==> src/hdl/stu_pkg.sv <==
// Shared types and constants of the multi-channel soft timer unit.
package stu_pkg;

    localparam int OPCODE_W    = 3;
    localparam int CHANNEL_W   = 3;
    localparam int PERIOD_W    = 20;
    localparam int TICK_W      = 32;
    localparam int QUEUE_DEPTH = 2;

    // Operation codes as they arrive on the opcode port.
    typedef enum logic [OPCODE_W-1:0] {
        OP_TICK    = 3'd0,
        OP_START   = 3'd1,
        OP_STOP    = 3'd2,
        OP_RESTART = 3'd3,
        OP_SETPER  = 3'd4
    } op_t;

    // One command that survived classification, as it travels through the queue.
    typedef struct packed {
        op_t                  op;
        logic [CHANNEL_W-1:0] ch;
        logic                 rep;
        logic [PERIOD_W-1:0]  period;
    } cmd_t;

endpackage

==> src/hdl/stu_front.sv <==
// Front end: accepts input beats, drops ignored commands and registers the rest.
module stu_front
    import stu_pkg::*;
#(
    parameter int CHANNELS = 8
)
(
    input  logic                 clk,
    input  logic                 rst_n,
    input  logic                 in_valid,
    output logic                 in_ready,
    input  logic [OPCODE_W-1:0]  opcode,
    input  logic [CHANNEL_W-1:0] channel,
    input  logic                 repeat_mode,
    input  logic [PERIOD_W-1:0]  period_value,
    output logic                 cmd_valid,
    output cmd_t                 cmd,
    input  logic                 cmd_ready
);

    logic stg_valid_reg;
    cmd_t stg_cmd_reg;
    logic ch_in_range;
    logic keep;
    logic accept;

    assign ch_in_range = (32'(channel) < 32'(CHANNELS));

    // Ticks always go through; channel operations only for a real channel.
    always_comb
    begin
        unique case (opcode)
            OP_TICK:                                   keep = 1'b1;
            OP_START, OP_STOP, OP_RESTART, OP_SETPER:  keep = ch_in_range;
            default:                                   keep = 1'b0;
        endcase
    end

    assign in_ready  = !stg_valid_reg || cmd_ready;
    assign accept    = in_valid && in_ready;
    assign cmd_valid = stg_valid_reg;
    assign cmd       = stg_cmd_reg;

    always_ff @(posedge clk or negedge rst_n)
    begin
        if (!rst_n)
        begin
            stg_valid_reg <= 1'b0;
        end
        else if (accept)
        begin
            stg_valid_reg <= keep;
        end
        else if (cmd_ready)
        begin
            stg_valid_reg <= 1'b0;
        end
    end

    always_ff @(posedge clk)
    begin
        if (accept && keep)
        begin
            stg_cmd_reg.op     <= op_t'(opcode);
            stg_cmd_reg.ch     <= channel;
            stg_cmd_reg.rep    <= repeat_mode;
            stg_cmd_reg.period <= period_value;
        end
    end

endmodule

==> src/hdl/stu_cmd_fifo.sv <==
// Short command queue between the front end and the timer engine.
module stu_cmd_fifo
    import stu_pkg::*;
(
    input  logic clk,
    input  logic rst_n,
    input  logic wr_valid,
    output logic wr_ready,
    input  cmd_t wr_cmd,
    output logic rd_valid,
    input  logic rd_ready,
    output cmd_t rd_cmd
);

    localparam int PTR_W = (QUEUE_DEPTH > 1) ? $clog2(QUEUE_DEPTH) : 1;
    localparam int CNT_W = $clog2(QUEUE_DEPTH + 1);

    cmd_t             entry_reg [QUEUE_DEPTH];
    logic [PTR_W-1:0] wr_ptr_reg;
    logic [PTR_W-1:0] rd_ptr_reg;
    logic [CNT_W-1:0] count_reg;
    logic             do_wr;
    logic             do_rd;

    assign wr_ready = (count_reg != CNT_W'(QUEUE_DEPTH));
    assign rd_valid = (count_reg != '0);
    assign rd_cmd   = entry_reg[rd_ptr_reg];
    assign do_wr    = wr_valid && wr_ready;
    assign do_rd    = rd_valid && rd_ready;

    always_ff @(posedge clk or negedge rst_n)
    begin
        if (!rst_n)
        begin
            wr_ptr_reg <= '0;
            rd_ptr_reg <= '0;
            count_reg  <= '0;
        end
        else
        begin
            if (do_wr)
            begin
                wr_ptr_reg <= (wr_ptr_reg == PTR_W'(QUEUE_DEPTH - 1)) ? '0 : wr_ptr_reg + 1'b1;
            end
            if (do_rd)
            begin
                rd_ptr_reg <= (rd_ptr_reg == PTR_W'(QUEUE_DEPTH - 1)) ? '0 : rd_ptr_reg + 1'b1;
            end
            if (do_wr && !do_rd)
            begin
                count_reg <= count_reg + 1'b1;
            end
            else if (do_rd && !do_wr)
            begin
                count_reg <= count_reg - 1'b1;
            end
        end
    end

    always_ff @(posedge clk)
    begin
        if (do_wr)
        begin
            entry_reg[wr_ptr_reg] <= wr_cmd;
        end
    end

endmodule

==> src/hdl/stu_engine.sv <==
// Timer engine: carries out commands and scans the channels on every tick.
module stu_engine
    import stu_pkg::*;
#(
    parameter int CHANNELS     = 8,
    parameter int TICKS_PER_MS = 1
)
(
    input  logic                 clk,
    input  logic                 rst_n,
    input  logic                 cmd_valid,
    output logic                 cmd_ready,
    input  cmd_t                 cmd,
    output logic                 out_valid,
    input  logic                 out_ready,
    output logic [CHANNEL_W-1:0] expired_channel,
    output logic                 last_event
);

    localparam int IDX_W   = (CHANNELS > 1) ? $clog2(CHANNELS) : 1;
    localparam int CNT_W   = $clog2(CHANNELS + 1);
    localparam int TPM_W   = $clog2(TICKS_PER_MS + 1);
    localparam int LIMIT_W = PERIOD_W + TPM_W;
    localparam int CMP_W   = (LIMIT_W > TICK_W) ? LIMIT_W : TICK_W;

    typedef enum logic [1:0] {
        ST_IDLE,
        ST_SCAN,
        ST_FLUSH
    } state_t;

    state_t                 state_reg;
    logic [TICK_W-1:0]      tick_reg;
    logic [CHANNELS-1:0]    active_reg;
    logic [CHANNELS-1:0]    repeat_reg;
    logic [CHANNELS-1:0]    lim_ok_reg;
    logic [CNT_W-1:0]       rd_idx_reg;
    logic [IDX_W-1:0]       ev_idx_reg;
    logic                   ev_valid_reg;
    logic [IDX_W-1:0]       pend_ch_reg;
    logic                   pend_valid_reg;
    logic                   out_valid_reg;
    logic [CHANNEL_W-1:0]   out_ch_reg;
    logic                   out_last_reg;

    logic [TICK_W-1:0]      start_mem [CHANNELS];
    logic [LIMIT_W-1:0]     lim_mem   [CHANNELS];
    logic [TICK_W-1:0]      st_rd_reg;
    logic [LIMIT_W-1:0]     lim_rd_reg;

    logic                   pop;
    logic [IDX_W-1:0]       cmd_idx;
    logic                   slot_free;
    logic [TICK_W-1:0]      elapsed;
    logic [LIMIT_W-1:0]     limit;
    logic                   expire;
    logic                   stall;
    logic                   advance;
    logic                   rd_more;
    logic [IDX_W-1:0]       rd_addr;
    logic                   rd_en;
    logic                   st_we;
    logic [IDX_W-1:0]       st_waddr;
    logic                   lim_we;
    logic [LIMIT_W-1:0]     lim_next;
    logic                   push_mid;
    logic                   push_last;

    assign cmd_ready = (state_reg == ST_IDLE);
    assign pop       = cmd_valid && cmd_ready;
    assign cmd_idx   = IDX_W'(cmd.ch);
    assign slot_free = !out_valid_reg || out_ready;

    // A channel whose period was never set has a zero limit.
    assign elapsed = tick_reg - st_rd_reg;
    assign limit   = lim_ok_reg[ev_idx_reg] ? lim_rd_reg : '0;
    assign expire  = ev_valid_reg && active_reg[ev_idx_reg]
                     && (CMP_W'(elapsed) >= CMP_W'(limit));

    // An expiry with an event already held needs the output register free.
    assign stall   = expire && pend_valid_reg && !slot_free;
    assign advance = (state_reg == ST_SCAN) && !stall;
    assign rd_more = (rd_idx_reg != CNT_W'(CHANNELS));
    assign rd_addr = rd_idx_reg[IDX_W-1:0];
    assign rd_en   = advance && rd_more;

    assign push_mid  = advance && expire && pend_valid_reg;
    assign push_last = (state_reg == ST_FLUSH) && pend_valid_reg && slot_free;

    always_comb
    begin
        st_we    = 1'b0;
        st_waddr = ev_idx_reg;
        if (pop && (cmd.op == OP_START || cmd.op == OP_RESTART))
        begin
            st_we    = 1'b1;
            st_waddr = cmd_idx;
        end
        else if (advance && expire && repeat_reg[ev_idx_reg])
        begin
            st_we    = 1'b1;
        end
    end

    assign lim_we   = pop && (cmd.op == OP_SETPER);
    assign lim_next = LIMIT_W'(cmd.period) * LIMIT_W'(TICKS_PER_MS);

    always_ff @(posedge clk)
    begin
        if (st_we)
        begin
            start_mem[st_waddr] <= tick_reg;
        end
        if (rd_en)
        begin
            st_rd_reg <= start_mem[rd_addr];
        end
    end

    always_ff @(posedge clk)
    begin
        if (lim_we)
        begin
            lim_mem[cmd_idx] <= lim_next;
        end
        if (rd_en)
        begin
            lim_rd_reg <= lim_mem[rd_addr];
        end
    end

    always_ff @(posedge clk or negedge rst_n)
    begin
        if (!rst_n)
        begin
            state_reg      <= ST_IDLE;
            tick_reg       <= '0;
            active_reg     <= '0;
            repeat_reg     <= '0;
            lim_ok_reg     <= '0;
            rd_idx_reg     <= '0;
            ev_idx_reg     <= '0;
            ev_valid_reg   <= 1'b0;
            pend_ch_reg    <= '0;
            pend_valid_reg <= 1'b0;
            out_valid_reg  <= 1'b0;
            out_ch_reg     <= '0;
            out_last_reg   <= 1'b0;
        end
        else
        begin
            unique case (state_reg)
                ST_IDLE:
                begin
                    if (pop)
                    begin
                        unique case (cmd.op)
                            OP_TICK:
                            begin
                                tick_reg       <= tick_reg + 1'b1;
                                rd_idx_reg     <= '0;
                                ev_valid_reg   <= 1'b0;
                                pend_valid_reg <= 1'b0;
                                state_reg      <= ST_SCAN;
                            end
                            OP_START:
                            begin
                                active_reg[cmd_idx] <= 1'b1;
                                repeat_reg[cmd_idx] <= cmd.rep;
                            end
                            OP_STOP:
                            begin
                                active_reg[cmd_idx] <= 1'b0;
                            end
                            OP_SETPER:
                            begin
                                lim_ok_reg[cmd_idx] <= 1'b1;
                            end
                            default:
                            begin
                            end
                        endcase
                    end
                end
                ST_SCAN:
                begin
                    if (!stall)
                    begin
                        ev_valid_reg <= rd_more;
                        if (rd_more)
                        begin
                            ev_idx_reg <= rd_addr;
                            rd_idx_reg <= rd_idx_reg + 1'b1;
                        end
                        if (expire)
                        begin
                            if (!repeat_reg[ev_idx_reg])
                            begin
                                active_reg[ev_idx_reg] <= 1'b0;
                            end
                            pend_ch_reg    <= ev_idx_reg;
                            pend_valid_reg <= 1'b1;
                        end
                        if (!rd_more && !ev_valid_reg)
                        begin
                            state_reg <= ST_FLUSH;
                        end
                    end
                end
                ST_FLUSH:
                begin
                    if (!pend_valid_reg || slot_free)
                    begin
                        pend_valid_reg <= 1'b0;
                        state_reg      <= ST_IDLE;
                    end
                end
                default:
                begin
                    state_reg <= ST_IDLE;
                end
            endcase

            if (push_mid || push_last)
            begin
                out_valid_reg <= 1'b1;
                out_ch_reg    <= CHANNEL_W'(pend_ch_reg);
                out_last_reg  <= push_last;
            end
            else if (out_ready)
            begin
                out_valid_reg <= 1'b0;
            end
        end
    end

    assign out_valid       = out_valid_reg;
    assign expired_channel = out_ch_reg;
    assign last_event      = out_last_reg;

endmodule

==> src/hdl/multi_channel_soft_timer_unit.sv <==
// Top level of the multi-channel soft timer unit.
//
//  channel | signals                                        | direction | one beat
//  --------+------------------------------------------------+-----------+-------------------
//  in      | in_valid, in_ready, opcode, channel,           | to unit   | one timer command
//          | repeat_mode, period_value                      |           |
//  out     | out_valid, out_ready, expired_channel,         | from unit | one expiry event
//          | last_event                                     |           |
//
// Start, stop, restart and set-period commands finish in the cycle the engine takes them
// from the queue, so they flow at one per cycle. A tick holds the engine from the cycle
// it is taken, through the scan (one channel's start tick and limit are read from the
// memories per cycle unless the scan stops, and checked in the cycle after) and until
// the final event is handed over.
// There is no clearing pass after reset; the unit takes beats right away.
// The scan stops when an expiry is found while one event is held back and the output
// register is still full, and the final hand-over waits for the output register; the
// front end keeps taking beats until the queue and its own stage fill.
module multi_channel_soft_timer_unit
    import stu_pkg::*;
#(
    parameter int CHANNELS     = 8,
    parameter int TICKS_PER_MS = 1
)
(
    input  logic                 clk,
    input  logic                 rst_n,
    input  logic                 in_valid,
    output logic                 in_ready,
    input  logic [OPCODE_W-1:0]  opcode,
    input  logic [CHANNEL_W-1:0] channel,
    input  logic                 repeat_mode,
    input  logic [PERIOD_W-1:0]  period_value,
    output logic                 out_valid,
    input  logic                 out_ready,
    output logic [CHANNEL_W-1:0] expired_channel,
    output logic                 last_event
);

    // Front end to queue.
    logic q_in_valid;
    logic q_in_ready;
    cmd_t q_in;

    // Queue to engine.
    logic q_out_valid;
    logic q_out_ready;
    cmd_t q_out;

    // The front end drops unknown opcodes and commands for channels that do not exist,
    // so only meaningful work reaches the queue.
    stu_front #(
        .CHANNELS (CHANNELS)
    ) u_front (
        .clk          (clk),
        .rst_n        (rst_n),
        .in_valid     (in_valid),
        .in_ready     (in_ready),
        .opcode       (opcode),
        .channel      (channel),
        .repeat_mode  (repeat_mode),
        .period_value (period_value),
        .cmd_valid    (q_in_valid),
        .cmd          (q_in),
        .cmd_ready    (q_in_ready)
    );

    stu_cmd_fifo u_queue (
        .clk      (clk),
        .rst_n    (rst_n),
        .wr_valid (q_in_valid),
        .wr_ready (q_in_ready),
        .wr_cmd   (q_in),
        .rd_valid (q_out_valid),
        .rd_ready (q_out_ready),
        .rd_cmd   (q_out)
    );

    // The engine holds the tick counter and per-channel state. During a tick scan it keeps
    // the most recent expiry back by one, so the final event of the tick can be marked.
    stu_engine #(
        .CHANNELS     (CHANNELS),
        .TICKS_PER_MS (TICKS_PER_MS)
    ) u_engine (
        .clk             (clk),
        .rst_n           (rst_n),
        .cmd_valid       (q_out_valid),
        .cmd_ready       (q_out_ready),
        .cmd             (q_out),
        .out_valid       (out_valid),
        .out_ready       (out_ready),
        .expired_channel (expired_channel),
        .last_event      (last_event)
    );

    // The front end only refuses a beat while it holds a command of its own.
    assert property (@(posedge clk) disable iff (!rst_n)
        !in_ready |-> q_in_valid)
        else $error("front end stalls with an empty stage");

    // Every channel operation handed to the engine addresses an existing channel.
    assert property (@(posedge clk) disable iff (!rst_n)
        q_out_valid |-> (q_out.op == OP_TICK || 32'(q_out.ch) < 32'(CHANNELS)))
        else $error("out-of-range channel command reached the engine");

    // Reported channels always exist.
    assert property (@(posedge clk) disable iff (!rst_n)
        out_valid |-> (32'(expired_channel) < 32'(CHANNELS)))
        else $error("expiry event for a nonexistent channel");

endmodule
==> config.mk <==
export PLATFORM = sky130hd
export DESIGN_NAME = multi_channel_soft_timer_unit
export DESIGN_NICKNAME = d
export VERILOG_FILES = /design/src/hdl/stu_pkg.sv /design/src/hdl/stu_front.sv /design/src/hdl/stu_cmd_fifo.sv /design/src/hdl/stu_engine.sv /design/src/hdl/multi_channel_soft_timer_unit.sv
export SDC_FILE = /design/constraint.sdc
export NUM_CORES = 1
export LEC_CHECK = 0
export ABC_AREA = 1
export BUFFER_PORTS_ARGS = -buffer_cell sky130_fd_sc_hd__buf_2
export CAP_MARGIN = 10
export CORE_MARGIN = 10
export CORE_UTILIZATION = 35
export CTS_BUF_LIST = sky130_fd_sc_hd__clkbuf_4
export CTS_CLUSTER_SIZE = 20
export DETAILED_ROUTE_END_ITERATION = 10
export GPL_TIMING_DRIVEN = 0
export RECOVER_POWER = 50
export SETUP_SLACK_MARGIN = 0.1
export SKIP_LAST_GASP = 1
export SYNTH_ARGS = -nofsm -noshare
export SYNTH_HDL_FRONTEND = slang
export SYNTH_SLANG_ARGS = --single-unit
==> constraint.sdc <==
create_clock -name clk -period 6.25 [get_ports clk]
set_input_delay 1.5625 -clock clk [delete_from_list [all_inputs] [get_ports clk]]
set_output_delay 1.5625 -clock clk [all_outputs]
set_load 0.005 [all_outputs]
# Word-level counts from Yosys, hierarchy flattened
# Memory sizes are Yosys's and may differ from the RTL's. A register that Yosys moved wholly into a read port is not among the register bits.
# Cells that the tools add are included.
[totals]
reg_bits = 128
mem_bits_rw = 470
inputBits = 31
out_inout_bits = 6
elab_cells = 176
n_memories = 3
[mem_list]
columns = ["name", "words", "word_bits", "rd", "rd_ports_with_merged_regs", "write_ports", "line_no", "rtl"]
rows = [
  ["u_engine.start_mem", 8, 32, 1, 1, 1, "stu_engine.sv:46", "logic [TICK_W-1:0] start_mem [CHANNELS];"],
  ["u_engine.lim_mem", 8, 20, 1, 1, 1, "stu_engine.sv:47", "logic [LIMIT_W-1:0] lim_mem [CHANNELS];"],
  ["u_queue.entry_reg", 2, 27, 1, 0, 1, "stu_cmd_fifo.sv:18", "cmd_t entry_reg [QUEUE_DEPTH];"],
]
[classes]
n_addsub = 7
order_cmp = 5
n_eq_ne = 21
muxes = 55
bitwise = 7
reduce_logical = 56
[ops]
columns = ["operator", "n"]
rows = [
  ["32-bit by 1-bit adder with 32-bit output, second input constant", 1],
  ["32-bit by 21-bit greater-or-equal comparator with 1-bit output", 1],
  ["8-bit two-way mux", 4],
  ["8-bit one-hot mux with 2 select lines", 2],
  ["32-bit subtractor", 1],
  ["1-bit two-way mux", 26],
  ["1-bit logical AND", 22],
  ["21-bit two-way mux", 1],
  ["8-bit AND", 2],
  ["4-bit two-way mux", 4],
  ["8-bit NOT", 2],
  ["8-bit bitwise OR", 2],
  ["3-bit AND reduction", 5],
  ["2-bit two-way mux", 7],
  ["2-bit != test, second input constant", 7],
  ["3-bit by 2-bit == test with 1-bit output, second input constant", 4],
  ["6-bit AND reduction", 2],
  ["5-bit AND reduction", 2],
  ["2-bit nonzero test", 5],
  ["1-bit binary-select mux with 3-bit select", 3],
  ["1-bit zero test", 9],
  ["8-bit bitwise mux", 1],
  ["3-bit by 4-bit less-than comparator with 1-bit output, second input constant", 2],
  ["4-bit one-hot mux with 2 select lines", 1],
  ["24 further kinds", 35],
]

# Depth between registers and ports, before layout
[logic_depth]
depth_word = 15
mapped_depth = 31
depth_no_buf = 30

# Hierarchy
# From an unflattened synthesis, not the netlist that was laid out.
[hier_totals]
cells_unflattened = 2572
area_unflattened_um2 = 27722.8
[by_module_without_submodules]
columns = ["mod", "n_inst", "cells_each", "area_each_um2", "seq_area_each_um2"]
rows = [
  ["stu_engine", 1, 2367, 24623.6, 15930.3],
  ["stu_cmd_fifo", 1, 169, 2227.1, 1721.7],
  ["stu_front", 1, 36, 872.1, 835.8],
]

# Worst setup path before layout
# No wires, ideal clock.
[synth_timing]
path_type = "flip-flop to flip-flop"
startpoint = "reg u_engine.tick_reg[0]"
endpoint = "mem u_engine.start_mem[0][0] (enable)"
arrival_ns = 4.539
required_ns = 5.829
setup_slack_ns = 1.290
stages_incl_launch_ff = 28
cell_sequence = "dfrtp_1 -> inv_1 -> ha_1 -> inv_1 -> fa_1 -> nand3_1 -> nand2_1 -> nand2_1 -> nand2_1 -> nand2_1 -> nand3_1 -> xor2_1 -> ha_1 -> inv_1 -> o31a_1 -> nand2_1 -> nand2_1 -> nand2_1 -> nand2_1 -> nand2_1 -> nor2_1 -> nand2_1 -> nand2_1 -> inv_1 -> nand3_2 -> inv_2 -> a21oi_4 -> nor2_1"
[synth_between]
elab_chain_len = 13
[synth_rtl]
columns = ["element", "line_no", "rtl"]
rows = [
  ["start: declaration", "stu_engine.sv:33", "logic [TICK_W-1:0] tick_reg;"],
  ["start signal: assignment", "stu_engine.sv:160", "tick_reg <= tick_reg + 1'b1;"],
  ["32-bit subtractor *", "stu_engine.sv:75", "assign elapsed = tick_reg - st_rd_reg;"],
  ["32-bit by 21-bit greater-or-equal comparator with 1-bit output *", "stu_engine.sv:78", "&& (CMP_W'(elapsed) >= CMP_W'(limit));"],
  ["1-bit logical AND *", "stu_engine.sv:78", ""],
  ["1-bit logical AND (2 in a row)", "stu_engine.sv:81", "assign stall = expire && pend_valid_reg && !slot_free;"],
  ["1-bit zero test", "stu_engine.sv:82", "assign advance = (state_reg == ST_SCAN) && !stall;"],
  ["1-bit logical AND", "stu_engine.sv:82", ""],
  ["1-bit logical AND * (2 in a row)", "stu_engine.sv:99", "else if (advance && expire && repeat_reg[ev_idx_reg])"],
  ["1-bit two-way mux *", "stu_engine.sv:99", ""],
  ["1-bit two-way mux *", "stu_engine.sv:94", "if (pop && (cmd.op == OP_START || cmd.op == OP_RESTART))"],
  ["1-bit two-way mux *", "stu_engine.sv:110", "if (st_we)"],
  ["1-bit two-way mux (not written as such) *", "stu_engine.sv:112", "start_mem[st_waddr] <= tick_reg;"],
  ["end: declaration", "stu_engine.sv:46", ""],
]
# Mark *: on every way between the ends. The rest lies on a longest branch, timed or not.

# Final worst setup path
[layout_timing]
startpoint = "reg u_engine.tick_reg[0]"
endpoint = "mem u_engine.start_mem[3][13] (enable)"
# The elaborated chain is that of the path after synthesis.

==> results.ini <==
[detailed_routing]
vias_per_cell=4.84
drt_iter0_markers=1498
drc_errors=0
drt-total-wl_um=68700
vias=18900
first_pass_iters=6
ant_nets=0
wl_per_cell_um=17.6

[global_route]
grt_max_degree=61
grtUsageTotal_pct=15.2
grt_overflow_total=0
antenna_found_initial=2
grt_pass1_vias=18500
grt_pass1_wl_um=106000

[placed_design]
dp.cells=3623
dpl_worst_slack_ns=0.948
dp_hpwl_um=46800
port_buffers=36
gp_congestion=0.881

[sta]
fin_ws_ns=0.732
rsz0062_at_grt=false
setup_viol=0
worst_pin_slew_ns=3.64
slew_violations=61
finalHoldViolations=0
clock_skew_ns=0.0609
period_needed_ns=5.52
finalCritPeriodShare_pct=88.3
fmax_ghz=0.181
max-slew-margin-rel_pct=-143

[cells_and_area]
fin_cells=3910
largest_reg_flops=256
fin_nets=2832
drive_above_1_share_pct=12.6
area_delta_synth_final_pct=14.6

[cts]
cts_tree=yes
cts_resized=0
clk_pin_slew_ns=0.06
cts_sinks=629
hold_buffers=0
clk_path_buf_depth=3
post_cts_buffers=0
cts_root_buffer=clkbuf_4
clock_latency_ns=1.01
cts_buffers=160
cts_max_level=4

[floorplanning]
fp-row-count=102
die_area_um2=90200
die_h_um=300
coreArea_um2=77700
io_pins=37
start_util_pct=35.4
fp.dieW_um=300

[synth]
yosysTopAreaCell=edfxtp_1
yosys_register_bits=629
syn_nets=2613
synthTopCellsByArea=edfxtp_1, dfrtp_1, nor2_1
synth_cells=2526
synthFlopType=edfxtp_1
yosysWarnings=0
syn-cell-area_um2=27500
synth.top_cell.area_share_pct=60.0
syn_avg_cell_area_um2=10.9
synth_edf_count=549
ys_async_sr_fraction_pct=12.7
ys_types=54
ys_seq_area_share_pct=67.2

[worst_setup_path]
critPathMaxFanout=22
cp-start-kind=register
path_common_cell=nand2_1
slowest_delay_ns=0.61
worst_path_max_delay_cell=dfrtp_1
critPathRequiredTime_ns=6.97
critPathKind=register to register
cp-end-kind=register
cp.arrival_ns=6.24

[power]
p_leak_nw=12.5
irDropWorstVdd_uv=212
power.density_nw_per_um2=445

[min_path]
worstHoldPathType=register to register

[status]
status=complete, but fails checks
failed_checks=capacitance limit, slew limit

[job]
cap_viol_max_count=1

## synth_stat cells (3+ instances only)
library cell	count
nor2_2	7
buf_1	5
edfxtp_1	549
nand4_1	13
xor2_1	37
nor2_4	3
nand4_2	3
nand2_1	455
clkbuf_1	86
o31ai_1	3
dfrtp_1	80
a21oi_1	39
o21ai_0	235
ha_1	55
inv_1	213
and2_1	3
o21a_1	3
o22ai_1	53
or2_2	8
nor3_1	21
nor2_1	466
nand3_1	67
nand2_2	6
xnor2_1	18
a31oi_1	63
## power breakdown
part / total, mW / switching [mW] / internal (mW) / leakage (nW)
clock network: 3.61 / 1.65 / 1.96 / 1.26
logic: 4.71 / 3.40 / 1.31 / 4.86
registers: 5.69 / 0.230 / 5.46 / 6.36
total: 14.0 / 5.27 / 8.74 / 12.5
## placed cells by master, fill, tap and decap left out, types with 3 or more instances in the layout
cell         n
a21oi_1     39
a31oi_1     63
and2_1       3
buf_1        5
buf_12       9
buf_2       33
buf_8        8
bufinv_16    5
clkbuf_1    94
clkbuf_4   240
clkinv_1    31
clkinv_2     3
clkinv_4     4
dfrtp_1     80
edfxtp_1   549
ha_1        55
inv_1      212
inv_2        3
nand2_1    455
nand2_2      6
nand3_1     67
nand4_1     13
nand4_2      3
nor2_1     452
nor2_2      14
nor2_4      11
nor3_1      21
o21a_1       3
o21ai_0    236
o22ai_1     53
o31ai_1      3
or2_2        8
xnor2_1     18
xor2_1      37
## critical path: cells and delay by family, from the launching register on
| kind | cells | cell delay, ns |
|---|---|---|
| xor+xnor | 1 | 0.41 |
| buf+inv | 5 | 0.67 |
| simple gates | 19 | 2.26 |
| compound gates | 1 | 0.50 |
| fa+ha+maj | 3 | 0.77 |
| flops | 1 | 0.61 |
## layout make-up
type | count | area, µm²
antenna | 2 | 5.00
buffer | 94 | 362
clock buffer | 240 | 1800
clock inverter | 45 | 333
fill | 7500 | 46200
inverter | 216 | 812
multi-input combinational | 1587 | 7880
sequential | 629 | 18500
tap | 1040 | 1300
timing repair buffer | 57 | 514
## cell families after synthesis
kind of cell / count (synthesis) / share of synthesized area [%]
AO/OA/AOI/OAI: 410 / 8.26
XOR/XNOR: 55 / 1.75
adder cells (fa/ha/maj): 56 / 2.58
buffers and inverters: 310 / 4.30
flip-flops: 629 / 67.2
multiplexers: 1 / 0.0364
AND/OR/NAND/NOR: 1065 / 15.8
## path summary, 6_finish.rpt
kind | from | end | slack, ns | cells past startpoint
max | u_engine.tick_reg[0]$_DFFE_PN0P_ | u_engine.start_mem[3][13]$_DFFE_PP_ | 0.73 | 29
min | u_front.cmd[9]$_DFFE_PP_ | u_queue.entry_reg[1][9]$_DFFE_PP_ | 0.43 | 0
max reg2reg | u_engine.tick_reg[0]$_DFFE_PN0P_ | u_engine.start_mem[3][13]$_DFFE_PP_ | 0.73 | 29
min reg2reg | u_front.cmd[9]$_DFFE_PP_ | u_queue.entry_reg[1][9]$_DFFE_PP_ | 0.43 | 0
max in group asynchronous | rst_n | u_engine.tick_reg[0]$_DFFE_PN0P_ | 1.37 | 2
min in group asynchronous | rst_n | u_engine.lim_ok_reg[3]$_DFFE_PN0P_ | 0.82 | 1
## through the flow
step | instance area (µm²) | TNS, ns | utilization, % | total power, mW | hold slack (ns)
final | 31500 | 0 | 40.5 | 14.0 | 0.432
after global routing | 31500 | 0 | 40.5 | 15.0 | 0.450
after CTS | 31600 | 0 | 40.6 | 14.1 | 0.388
after detailed placement | 29500 | 0 | 37.9 | 10.5 | 0.429
after global placement | 29000 | -293.48 | 37.3 | 10.4 | 0.422
after floorplan | 27500 | 0 | - | 8.77 | 0.421
## metal layers
layer  track usage, %  share of wire, %  vias to the layer above  wire length [µm]
li1                 -                 -                     9226                 -
met1             20.0                44                     8992             30400
met2             24.6                47                      614             32300
met3             3.31               6.6                      110              4540
met4             5.41               2.1                        0              1440
met5                0                 0                        -                 0
No activity file was read; power rests on OpenSTA's default activity.
